==> src/hdl/rgbhsv_pkg.sv <==
// Shared types and constants of the RGB to HSV converter.
package rgbhsv_pkg;

    localparam int CHANNEL_BITS = 8;
    localparam int HUE_BITS     = 15;
    // Sum of sector offset and signed numerator stays below six times delta
    localparam int TOTAL_BITS   = CHANNEL_BITS + 3;
    // One sector is 3840 units of 1/64 degree: x * 3840 = (x << 12) - (x << 8)
    localparam int UNIT_SHIFT_HI = 12;
    localparam int UNIT_SHIFT_LO = 8;
    localparam int HNUM_BITS    = TOTAL_BITS + UNIT_SHIFT_HI;
    localparam int SNUM_BITS    = 2 * CHANNEL_BITS;
    localparam int DIV_STAGES   = (HUE_BITS > CHANNEL_BITS) ? HUE_BITS : CHANNEL_BITS;
    // Two front stages, the divider stages and the output register
    localparam int PIPE_LATENCY = DIV_STAGES + 3;
    localparam int HUE_MAX      = 23039;

    typedef logic [CHANNEL_BITS-1:0] chan_t;
    typedef logic [CHANNEL_BITS:0]   num_t;
    typedef logic [TOTAL_BITS-1:0]   total_t;
    typedef logic [HNUM_BITS-1:0]    hnum_t;
    typedef logic [SNUM_BITS-1:0]    snum_t;
    typedef logic [HUE_BITS-1:0]     hue_t;

    typedef enum logic [1:0] {
        SECT_RED_POS,
        SECT_RED_NEG,
        SECT_GREEN,
        SECT_BLUE
    } sector_t;

    typedef struct packed {
        chan_t   value;
        chan_t   delta;
        num_t    num;
        sector_t sector;
    } front_t;

    typedef struct packed {
        logic  grey;
        chan_t value;
        chan_t delta;
        hnum_t h_rem;
        snum_t s_rem;
        hue_t  h_quo;
        chan_t s_quo;
    } div_t;

endpackage

==> src/hdl/rgbhsv_front.sv <==
// Front end: channel extremes, hexcone sector and the two division numerators.
module rgbhsv_front (
    input  logic                  clk,
    input  logic                  rst_n,
    input  logic                  in_valid,
    input  rgbhsv_pkg::chan_t     red,
    input  logic [rgbhsv_pkg::CHANNEL_BITS-1:0] green,
    input  logic [rgbhsv_pkg::CHANNEL_BITS-1:0] blue,
    output logic                  out_valid,
    output rgbhsv_pkg::div_t      out_data
);

    rgbhsv_pkg::front_t s1_next;
    rgbhsv_pkg::front_t s1_reg;
    logic               s1_valid_reg;
    rgbhsv_pkg::div_t   s2_next;
    rgbhsv_pkg::div_t   s2_reg;
    logic               s2_valid_reg;

    rgbhsv_pkg::chan_t  mx;
    rgbhsv_pkg::chan_t  mn;
    rgbhsv_pkg::total_t offset;
    rgbhsv_pkg::total_t total;

    // Stage 1: extremes and sector; ties go to red, then green
    always_comb
    begin
        mx = (red > green) ? red : green;
        mn = (red < green) ? red : green;
        mx = (mx > blue) ? mx : blue;
        mn = (mn < blue) ? mn : blue;
        s1_next.value = mx;
        s1_next.delta = mx - mn;
        if (red >= green && red >= blue)
        begin
            s1_next.num    = {1'b0, green} - {1'b0, blue};
            s1_next.sector = s1_next.num[rgbhsv_pkg::CHANNEL_BITS] ?
                             rgbhsv_pkg::SECT_RED_NEG : rgbhsv_pkg::SECT_RED_POS;
        end
        else if (green >= blue)
        begin
            s1_next.num    = {1'b0, blue} - {1'b0, red};
            s1_next.sector = rgbhsv_pkg::SECT_GREEN;
        end
        else
        begin
            s1_next.num    = {1'b0, red} - {1'b0, green};
            s1_next.sector = rgbhsv_pkg::SECT_BLUE;
        end
    end

    // Stage 2: add sector offset, scale to 1/64 degree, build saturation numerator
    always_comb
    begin
        case (s1_reg.sector)
            rgbhsv_pkg::SECT_RED_NEG:
                offset = (rgbhsv_pkg::total_t'(s1_reg.delta) << 2)
                       + (rgbhsv_pkg::total_t'(s1_reg.delta) << 1);
            rgbhsv_pkg::SECT_GREEN:
                offset = rgbhsv_pkg::total_t'(s1_reg.delta) << 1;
            rgbhsv_pkg::SECT_BLUE:
                offset = rgbhsv_pkg::total_t'(s1_reg.delta) << 2;
            default:
                offset = '0;
        endcase
        total = offset + {{(rgbhsv_pkg::TOTAL_BITS - rgbhsv_pkg::CHANNEL_BITS - 1)
                           {s1_reg.num[rgbhsv_pkg::CHANNEL_BITS]}}, s1_reg.num};

        s2_next.grey  = (s1_reg.delta == '0);
        s2_next.value = s1_reg.value;
        s2_next.delta = s1_reg.delta;
        s2_next.h_rem = (rgbhsv_pkg::hnum_t'(total) << rgbhsv_pkg::UNIT_SHIFT_HI)
                      - (rgbhsv_pkg::hnum_t'(total) << rgbhsv_pkg::UNIT_SHIFT_LO);
        s2_next.s_rem = (rgbhsv_pkg::snum_t'(s1_reg.delta) << rgbhsv_pkg::CHANNEL_BITS)
                      - rgbhsv_pkg::snum_t'(s1_reg.delta);
        s2_next.h_quo = '0;
        s2_next.s_quo = '0;
    end

    always_ff @(posedge clk or negedge rst_n)
    begin
        if (!rst_n)
        begin
            s1_valid_reg <= 1'b0;
            s2_valid_reg <= 1'b0;
        end
        else
        begin
            s1_valid_reg <= in_valid;
            s2_valid_reg <= s1_valid_reg;
        end
    end

    always_ff @(posedge clk)
    begin
        s1_reg <= s1_next;
        s2_reg <= s2_next;
    end

    assign out_valid = s2_valid_reg;
    assign out_data  = s2_reg;

endmodule

==> src/hdl/rgbhsv_divider.sv <==
// Pipelined restoring divider: one hue bit per stage, saturation in last CHANNEL_BITS.
module rgbhsv_divider (
    input  logic             clk,
    input  logic             rst_n,
    input  logic             in_valid,
    input  rgbhsv_pkg::div_t in_data,
    output logic             out_valid,
    output rgbhsv_pkg::div_t out_data
);

    rgbhsv_pkg::div_t stage_reg  [rgbhsv_pkg::DIV_STAGES];
    logic             valid_reg  [rgbhsv_pkg::DIV_STAGES];
    rgbhsv_pkg::div_t stage_next [rgbhsv_pkg::DIV_STAGES];

    for (genvar k = 0; k < rgbhsv_pkg::DIV_STAGES; k++)
    begin : g_stage
        localparam int Bit = rgbhsv_pkg::DIV_STAGES - 1 - k;

        rgbhsv_pkg::div_t cur;
        logic             cur_valid;
        rgbhsv_pkg::hnum_t h_rem_n;
        rgbhsv_pkg::hue_t  h_quo_n;
        rgbhsv_pkg::snum_t s_rem_n;
        rgbhsv_pkg::chan_t s_quo_n;

        if (k == 0)
        begin : g_first
            assign cur       = in_data;
            assign cur_valid = in_valid;
        end
        else
        begin : g_next
            assign cur       = stage_reg[k-1];
            assign cur_valid = valid_reg[k-1];
        end

        if (Bit < rgbhsv_pkg::HUE_BITS)
        begin : g_hue
            rgbhsv_pkg::hnum_t h_sub;
            logic              h_take;
            assign h_sub   = rgbhsv_pkg::hnum_t'(cur.delta) << Bit;
            assign h_take  = (cur.h_rem >= h_sub);
            assign h_rem_n = h_take ? (cur.h_rem - h_sub) : cur.h_rem;
            assign h_quo_n = h_take ? (cur.h_quo | (rgbhsv_pkg::hue_t'(1) << Bit))
                                    : cur.h_quo;
        end
        else
        begin : g_hue_idle
            assign h_rem_n = cur.h_rem;
            assign h_quo_n = cur.h_quo;
        end

        if (Bit < rgbhsv_pkg::CHANNEL_BITS)
        begin : g_sat
            rgbhsv_pkg::snum_t s_sub;
            logic              s_take;
            assign s_sub   = rgbhsv_pkg::snum_t'(cur.value) << Bit;
            assign s_take  = (cur.s_rem >= s_sub);
            assign s_rem_n = s_take ? (cur.s_rem - s_sub) : cur.s_rem;
            assign s_quo_n = s_take ? (cur.s_quo | (rgbhsv_pkg::chan_t'(1) << Bit))
                                    : cur.s_quo;
        end
        else
        begin : g_sat_idle
            assign s_rem_n = cur.s_rem;
            assign s_quo_n = cur.s_quo;
        end

        always_comb
        begin
            stage_next[k]       = cur;
            stage_next[k].h_rem = h_rem_n;
            stage_next[k].h_quo = h_quo_n;
            stage_next[k].s_rem = s_rem_n;
            stage_next[k].s_quo = s_quo_n;
        end

        always_ff @(posedge clk or negedge rst_n)
        begin
            if (!rst_n)
            begin
                valid_reg[k] <= 1'b0;
            end
            else
            begin
                valid_reg[k] <= cur_valid;
            end
        end

        always_ff @(posedge clk)
        begin
            stage_reg[k] <= stage_next[k];
        end
    end

    assign out_valid = valid_reg[rgbhsv_pkg::DIV_STAGES-1];
    assign out_data  = stage_reg[rgbhsv_pkg::DIV_STAGES-1];

`ifndef NO_ASSERTIONS
    // Final remainders must be below their divisors for any non-grey pixel
    a_hue_rem: assert property (@(posedge clk) disable iff (!rst_n)
        out_valid && !out_data.grey |->
            out_data.h_rem < rgbhsv_pkg::hnum_t'(out_data.delta))
        else $error("hue remainder not below delta");

    a_sat_rem: assert property (@(posedge clk) disable iff (!rst_n)
        out_valid && !out_data.grey |->
            out_data.s_rem < rgbhsv_pkg::snum_t'(out_data.value))
        else $error("saturation remainder not below max");
`endif

endmodule

==> src/hdl/rgb_to_hsv_converter.sv <==
// Top level of the RGB to HSV converter: front end, divider pipeline, result register.
//
// Converts one RGB pixel per clock into hue (1/64 degree, 0..23039), saturation
// (delta * 255 / max, truncated) and value (largest channel). A request is taken
// at every rising edge with start high; busy is always low because the pipeline
// never stalls and the receiver cannot hold results off. Throughput is one pixel
// per clock. Done pulses for one cycle, with the result on hue, saturation and
// value, once the pixel has passed the front stages, the divider stages and
// the output register. Most of these stages belong to the restoring divider, which
// resolves one hue quotient bit per stage (15 stages); saturation is computed in
// the last CHANNEL_BITS of those stages. Results come out in request order. Grey
// pixels (all channels equal) give hue and saturation of zero.
module rgb_to_hsv_converter (
    input  logic                                  clk,
    input  logic                                  rst_n,
    input  logic                                  start,
    output logic                                  busy,
    input  logic [rgbhsv_pkg::CHANNEL_BITS-1:0]   red,
    input  logic [rgbhsv_pkg::CHANNEL_BITS-1:0]   green,
    input  logic [rgbhsv_pkg::CHANNEL_BITS-1:0]   blue,
    output logic                                  done,
    output logic [rgbhsv_pkg::HUE_BITS-1:0]       hue,
    output logic [rgbhsv_pkg::CHANNEL_BITS-1:0]   saturation,
    output logic [rgbhsv_pkg::CHANNEL_BITS-1:0]   value
);

    logic             accept;
    logic             front_valid;
    rgbhsv_pkg::div_t front_data;
    logic             div_valid;
    rgbhsv_pkg::div_t div_data;

    logic              done_reg;
    rgbhsv_pkg::hue_t  hue_reg;
    rgbhsv_pkg::hue_t  hue_next;
    rgbhsv_pkg::chan_t sat_reg;
    rgbhsv_pkg::chan_t sat_next;
    rgbhsv_pkg::chan_t value_reg;

    // The pipeline advances every cycle, so a request is never refused
    assign busy   = 1'b0;
    assign accept = start && !busy;

    rgbhsv_front u_front (
        .clk       (clk),
        .rst_n     (rst_n),
        .in_valid  (accept),
        .red       (red),
        .green     (green),
        .blue      (blue),
        .out_valid (front_valid),
        .out_data  (front_data)
    );

    rgbhsv_divider u_divider (
        .clk       (clk),
        .rst_n     (rst_n),
        .in_valid  (front_valid),
        .in_data   (front_data),
        .out_valid (div_valid),
        .out_data  (div_data)
    );

    // Drop the divider's quotients for grey pixels: its divisor was zero there
    always_comb
    begin
        hue_next = div_data.grey ? '0 : div_data.h_quo;
        sat_next = div_data.grey ? '0 : div_data.s_quo;
    end

    always_ff @(posedge clk or negedge rst_n)
    begin
        if (!rst_n)
        begin
            done_reg <= 1'b0;
        end
        else
        begin
            done_reg <= div_valid;
        end
    end

    // Hold the result for the strobe cycle
    always_ff @(posedge clk)
    begin
        hue_reg   <= hue_next;
        sat_reg   <= sat_next;
        value_reg <= div_data.value;
    end

    assign done       = done_reg;
    assign hue        = hue_reg;
    assign saturation = sat_reg;
    assign value      = value_reg;

`ifndef NO_ASSERTIONS
    // Every request yields exactly one strobe, and every strobe has a matching request
    a_latency: assert property (@(posedge clk) disable iff (!rst_n)
        done |-> $past(accept, rgbhsv_pkg::PIPE_LATENCY))
        else $error("result strobe without matching request");

    a_no_loss: assert property (@(posedge clk) disable iff (!rst_n)
        accept |-> ##(rgbhsv_pkg::PIPE_LATENCY) done)
        else $error("request did not produce a result");

    a_hue_range: assert property (@(posedge clk) disable iff (!rst_n)
        done |-> hue <= rgbhsv_pkg::hue_t'(rgbhsv_pkg::HUE_MAX))
        else $error("hue out of range");

    // Zero saturation only happens for grey pixels, which carry zero hue
    a_grey_hue: assert property (@(posedge clk) disable iff (!rst_n)
        done && saturation == '0 |-> hue == '0)
        else $error("nonzero hue with zero saturation");
`endif

endmodule
==> config.mk <==
export PLATFORM = sky130hd
export DESIGN_NAME = rgb_to_hsv_converter
export DESIGN_NICKNAME = d
export VERILOG_FILES = /design/src/hdl/rgbhsv_pkg.sv /design/src/hdl/rgbhsv_front.sv /design/src/hdl/rgbhsv_divider.sv /design/src/hdl/rgb_to_hsv_converter.sv
export SDC_FILE = /design/constraint.sdc
export NUM_CORES = 1
export LEC_CHECK = 0
export BUFFER_PORTS_ARGS = -buffer_cell sky130_fd_sc_hd__buf_2
export CAP_MARGIN = 30
export CORE_MARGIN = 4
export CORE_UTILIZATION = 50
export DETAILED_ROUTE_END_ITERATION = 6
export HOLD_SLACK_MARGIN = 0.03
export PLACE_DENSITY = 0.76
export SKIP_LAST_GASP = 1
export SLEW_MARGIN = 25
export SYNTH_ARGS = -nofsm -noshare
export SYNTH_HDL_FRONTEND = slang
export SYNTH_SLANG_ARGS = --single-unit
==> constraint.sdc <==
create_clock -name clk -period 5.1 [get_ports clk]
set_clock_uncertainty 0.1 [all_clocks]
set_input_delay 0.51 -clock clk [delete_from_list [all_inputs] [get_ports clk]]
set_output_delay 0.51 -clock clk [all_outputs]
set_load 0.01 [all_outputs]
# Word level (Yosys, flattened, before mapping)
# Memories as Yosys holds them, arrays and structs flattened.
# Cells that the tools add are included.
# word_totals
register_bits	132
latch_bits	0
mem_bits_rw	1185
rom_bits	0
inputBits	27
out_inout_bits	33
word_cells	151
n_memories	1
# classes
add_sub_neg	31
n_mul	0
div	0
magnitude_cmp	30
n_eq_ne	3
n_shift	0
n_mux	54
bitwise	0
reduce_logical	2
# mem_list
name	words	width	rd	rd_clocked_by_memory_dff	write_ports	line	source
u_divider.stage_reg	15	79	15	0	15	rgbhsv_divider.sv:11	rgbhsv_pkg::div_t stage_reg [rgbhsv_pkg::DIV_STAGES];
# ops
operator	count
two-way mux 23 bit	15
two-way mux 16 bit	8
two-way mux 8 bit	6
subtractor 23 x 19 -> 23 bit	2
two-way mux 11 bit	3
one-hot mux 11 bit (3 select lines)	1
subtractor 16 x 8 -> 16 bit	2
subtractor 8 x 8 -> 9 bit	3
>= comparator 8 bit	3
>= comparator 23 x 10 -> 1 bit	1
>= comparator 23 x 11 -> 1 bit	1
>= comparator 23 x 12 -> 1 bit	1
>= comparator 23 x 13 -> 1 bit	1
>= comparator 23 x 14 -> 1 bit	1
>= comparator 23 x 15 -> 1 bit	1
>= comparator 23 x 16 -> 1 bit	1
>= comparator 23 x 17 -> 1 bit	1
>= comparator 23 x 18 -> 1 bit	1
>= comparator 23 x 19 -> 1 bit	1
>= comparator 23 x 20 -> 1 bit	1
>= comparator 23 x 21 -> 1 bit	1
>= comparator 23 x 22 -> 1 bit	1
>= comparator 23 x 8 -> 1 bit	1
>= comparator 23 x 9 -> 1 bit	1
other kinds (51)	62

# Longest topological paths before layout
# depth
word_depth	5
mapped_depth	28
depth_no_buf	26

# Modules after synthesis
# From an unflattened synthesis, not the netlist that was laid out.
# hier_totals
cells_unflattened	4018
hier_area_um2	44686.6
# modules_own_cells
module	instances	cells_each	area_each_um2	seq_area_each_um2
rgbhsv_divider	1	3307	38185.4	24098.1
rgbhsv_front	1	652	5635.4	1531.5
rgb_to_hsv_converter	1	59	865.8	645.6

# Worst setup path before layout
# Ideal clock, no wire load.
# synth_timing
kind	input to register
start	input green[4] (netlist bit)
end	register u_front.s1_reg[18] (netlist bit)
setup_time_ns	0.072
t_arrival_ns	4.994
required_ns	4.928
path_slack_ns	-0.066
cell_stages	25
n_path_buf	3
cell_sequence	inv_1 ha_1 and3_1 o21ai_1 a32oi_2 nand2b_1 buf_2 clkbuf_1 o21ai_0 ha_1 a21o_1 a21oi_1 a21oi_1 a211o_1 o21ai_1 clkbuf_1 a21oi_1 ha_1 o21ai_0 nand2b_1 a21o_1 a21o_1 a21o_1 a21oi_1 xor2_1
# synth_rtl
item	line	source
start: declaration	rgb_to_hsv_converter.sv:19	input logic [rgbhsv_pkg::CHANNEL_BITS-1:0] green,
end signal: assignment	rgbhsv_front.sv:96	s1_reg <= s1_next;
end: declaration	rgbhsv_front.sv:14	rgbhsv_pkg::front_t s1_reg;

==> impl_results.md <==
* Result of the run: complete, no violations
* Final critical-path setup slack at ~0.38 ns
* Final Slew Violations at 0
* Residual DRC at 0
* Library cell used as clock root buffer: sky130_fd_sc_hd__clkbuf_16
* Synth async-reset ratio at 1.85%
* Dominant combinational cell family by area after synthesis: simple AND/OR/NAND/NOR gates
* Nets@finish at around 3900
* Highest Clock Rate at 212 MHz
* Global-route wire length before repair at around 100 mm
* Number of antenna-violating nets in the routed design at 0
* Post-CTS resize count at 0
* Number of diodes at 0
* Fraction of layout instances using a drive strength above 1 at 9.14%
* Pre-antenna DRT Iters at 5
* Placer Congestion at a little under 0.9
* Most used cells in the layout excluding fill and tap cells: sky130_fd_sc_hd__dfxtp_1, sky130_fd_sc_hd__inv_1, sky130_fd_sc_hd__ha_1
* Mean routed wirelength per cell at between 10 and 15 um
* Number of distinct library cell variants in the gate-level netlist after synthesis at 82
* Synth Area in XOR/XNOR at 6.11%
* Count of boundary I/O pins at 60
* Final routed wirelength across all metal layers at between 50 and 60 mm
* Initial Util at 50.7%
* Synthesized netlist net count at 3737
* Vertical extent of the die at ~280 um
* Detailed-route vias per instance at 4.91
* # clock sinks at 974
* Total cell area at the placement stage at ~37000 um^2
* Total negative slack at 0 ns
* CP Data Arrival Time at roughly 5.1 ns
* Overall track demand over capacity in global routing at 15.8%
* Avg Cell Area, Syn at around 10 um^2
* Main flop type after synthesis: sky130_fd_sc_hd__dfxtp_1
* Post-synthesis share of cell area spent on full adders, half adders and majority gates at about 11%
* Count of port buffers added during placement at 58
* Vias in the first global route at 22500
* Crit path max fanout at 8
* First DRT Iteration DRCs at approximately 1100
* Later-pin clock latency in the skew report at just over 0.6 ns
* Fin crit period at roughly 4.7 ns
* Worst-case setup slack after placement at -0.110 ns
* Largest cells by area after synthesis: sky130_fd_sc_hd__dfxtp_1, sky130_fd_sc_hd__ha_1, sky130_fd_sc_hd__inv_1
* Reported max-cap violation count at 0
* Std cell rows at a little under 100
* TritonCTS clock tree: yes
* Congestion Overflow GR at 0
* Critical Path End Type: flip-flop
* Share of the cycle needed by the critical path after routing at around 93%
* Unrepaired setup endpoints after global routing: no
* Fin area at 40500 um^2
* CTS H-Tree Depth at 3
* Chip width at 275 um
* Total via count after detailed routing at between 20000 and 25000
* Number of enable-type register cells in the synthesized netlist at 0
* Final hold viol count at 0
* Share of Yosys cell area claimed by the top area cell type at 53.6%
* Slew of the pin with the lowest slew margin at between 0.9 and 1 ns
* Utilization after layout at 57.5%
* Gate count of the mapped netlist at 3420
* Path category of the worst min-delay check: primary input to flip-flop
* Normalized max-slew margin at 39.3%
* Proportion of synthesized area in mux cells at under 10%
* CP Class: flip-flop to flip-flop
* Proportion of synthesized chip area in sequential cells at between 50 and 60%
* Launching element type of the critical path: flip-flop
* Maximum number of buffers from clock root to sink at 3
* Crit path required time at 5.49 ns
* Die area at 75700 um^2
* Half-perimeter wire length of the detailed placement result at between 40 and 50 mm
* Filler Cells Inserted at 5753
* Number of buffers created by CTS at 90
* Setup-violating endpoint count in the final report at 0
* Clock transition at path regs at around 0.060 ns
* Number of antenna violations at the first check in global routing at 0
* Simple-gate portion of the synthesized area at approximately an eighth
* Largest register FFs at 851
* Yosys Warn Count at 0
* Standard cell core area at 70400 um^2
* Post-synthesis to final-layout area growth at 13.5%
* Commonest non-fill, non-tap cell in the layout: sky130_fd_sc_hd__dfxtp_1
* Pin count of the biggest net entering global routing at 24
* Register bit total from synthesis at 974
* Post-Synthesis Cell Area at 35700 um^2
* Compound-cell area share of the yosys netlist at 10.1%
* Synth area leader: sky130_fd_sc_hd__dfxtp_1
-- per-layer routing --
metal | share of wire, % | GRT usage (%) | vias to the layer above
li1 | - | - | 11800
met1 | 42 | 17.5 | 10400
met2 | 51 | 30.2 | 294
met3 | 3.2 | 2.92 | 135
met4 | 3.2 | 5.44 | 0
met5 | 0 | 0 | -
-- stage by stage --
| step | hold WS [ns] | std cells |
|---|---|---|
| after floorplan | 0.114 | 3420 |
| after global placement | 0.210 | 4438 |
| after CTS | 0.0625 | 4604 |
| final | 0.114 | 4604 |
| after detailed placement | 0.212 | 4438 |
| after global routing | 0.0820 | 4604 |
-- cell families (layout without fill, tap and decap cells) --
| logic type | Yosys count | after routing |
|---|---|---|
| flops | 974 | 974 |
| simple gates | 861 | 861 |
| compound gates | 586 | 586 |
| buf+inv | 399 | 643 |
| fa+ha+maj | 290 | 290 |
| xor+xnor | 249 | 249 |
| mux | 60 | 60 |
| other cells | 1 | 1 |
-- area by class of cell --
class	count	area, um^2	area share [%]
multi-input combinational	2047	14600	36.1
sequential	974	19600	48.4
clock buffer	137	2750	6.80
inverter	361	1360	3.35
timing repair buffer	118	746	1.84
tap	940	1180	2.90
clock inverter	27	280	0.692
-- critical path: stages, from the launching register on --
cell	delay (ns)
sky130_fd_sc_hd__dfxtp_1	0.52
sky130_fd_sc_hd__inv_1	0.18
sky130_fd_sc_hd__ha_1	0.30
sky130_fd_sc_hd__a21o_1	0.16
sky130_fd_sc_hd__a21oi_1	0.21
sky130_fd_sc_hd__o21ai_0	0.10
sky130_fd_sc_hd__a21oi_1	0.22
sky130_fd_sc_hd__xnor2_1	0.14
sky130_fd_sc_hd__o21ai_0	0.09
sky130_fd_sc_hd__a22o_1	0.21
sky130_fd_sc_hd__ha_1	0.28
sky130_fd_sc_hd__o21a_1	0.12
sky130_fd_sc_hd__o31a_1	0.11
sky130_fd_sc_hd__a21oi_1	0.19
sky130_fd_sc_hd__inv_1	0.10
sky130_fd_sc_hd__ha_1	0.36
sky130_fd_sc_hd__a21oi_1	0.18
sky130_fd_sc_hd__o21ai_0	0.17
sky130_fd_sc_hd__a21oi_1	0.19
sky130_fd_sc_hd__nor2b_1	0.08
sky130_fd_sc_hd__o21ai_0	0.15
sky130_fd_sc_hd__and2_1	0.18
sky130_fd_sc_hd__nand3_1	0.09
sky130_fd_sc_hd__xor2_1	0.16
-- cell usage after synthesis, types with 6 or more instances --
library cell	count
sky130_fd_sc_hd__a211oi_1	7
sky130_fd_sc_hd__a21boi_0	48
sky130_fd_sc_hd__a21o_1	53
sky130_fd_sc_hd__a21oi_1	140
sky130_fd_sc_hd__a22o_1	8
sky130_fd_sc_hd__a31oi_1	9
sky130_fd_sc_hd__and2_1	10
sky130_fd_sc_hd__and3_1	11
sky130_fd_sc_hd__buf_2	6
sky130_fd_sc_hd__clkbuf_1	28
sky130_fd_sc_hd__dfrtp_1	18
sky130_fd_sc_hd__dfxtp_1	956
sky130_fd_sc_hd__fa_1	27
sky130_fd_sc_hd__ha_1	263
sky130_fd_sc_hd__inv_1	361
sky130_fd_sc_hd__mux2_2	29
sky130_fd_sc_hd__mux2i_1	30
sky130_fd_sc_hd__nand2_1	217
sky130_fd_sc_hd__nand2b_1	43
sky130_fd_sc_hd__nand3_1	38
sky130_fd_sc_hd__nand3b_1	10
sky130_fd_sc_hd__nand4_1	39
sky130_fd_sc_hd__nor2_1	223
sky130_fd_sc_hd__nor2b_1	88
sky130_fd_sc_hd__nor3_1	58
sky130_fd_sc_hd__nor4_1	38
sky130_fd_sc_hd__o211ai_1	9
sky130_fd_sc_hd__o21a_1	19
sky130_fd_sc_hd__o21ai_0	211
sky130_fd_sc_hd__o21bai_1	11
sky130_fd_sc_hd__o31ai_1	29
sky130_fd_sc_hd__or2_2	13
sky130_fd_sc_hd__or3_1	22
sky130_fd_sc_hd__or4_1	11
sky130_fd_sc_hd__xnor2_1	144
sky130_fd_sc_hd__xor2_1	105
-- path summary, 6_finish.rpt --
| path | start | end | slack (ns) | cells past startpoint |
|---|---|---|---|---|
| min in group asynchronous | rst_n | done$_DFF_PN0_ | 0.27 | 2 |
| max reg2reg | u_front.s1_reg[13]$_DFF_P_ | u_front.out_data[61]$_DFF_P_ | 0.38 | 23 |
| max in group asynchronous | rst_n | u_divider.g_stage[7].cur_valid$_DFF_PN0_ | 4.36 | 2 |
| min reg2reg | u_divider.stage_reg[3][19]$_DFF_P_ | u_divider.stage_reg[3][98]$_DFF_P_ | 0.21 | 0 |
| max | u_front.s1_reg[13]$_DFF_P_ | u_front.out_data[61]$_DFF_P_ | 0.38 | 23 |
| min | blue[7] | u_front.s1_reg[26]$_DFF_P_ | 0.11 | 3 |
-- timing repair --
item | in CTS | in global routing
endpoints found under the setup margin | 0 | 0
buffers inserted | 0 | 0
hold buffers | 2 | 0
hold endpoints to repair | 19 | 0
Power is not shown: default switching activity piles up to over one toggle a cycle in this logic, so the estimate is an artifact.
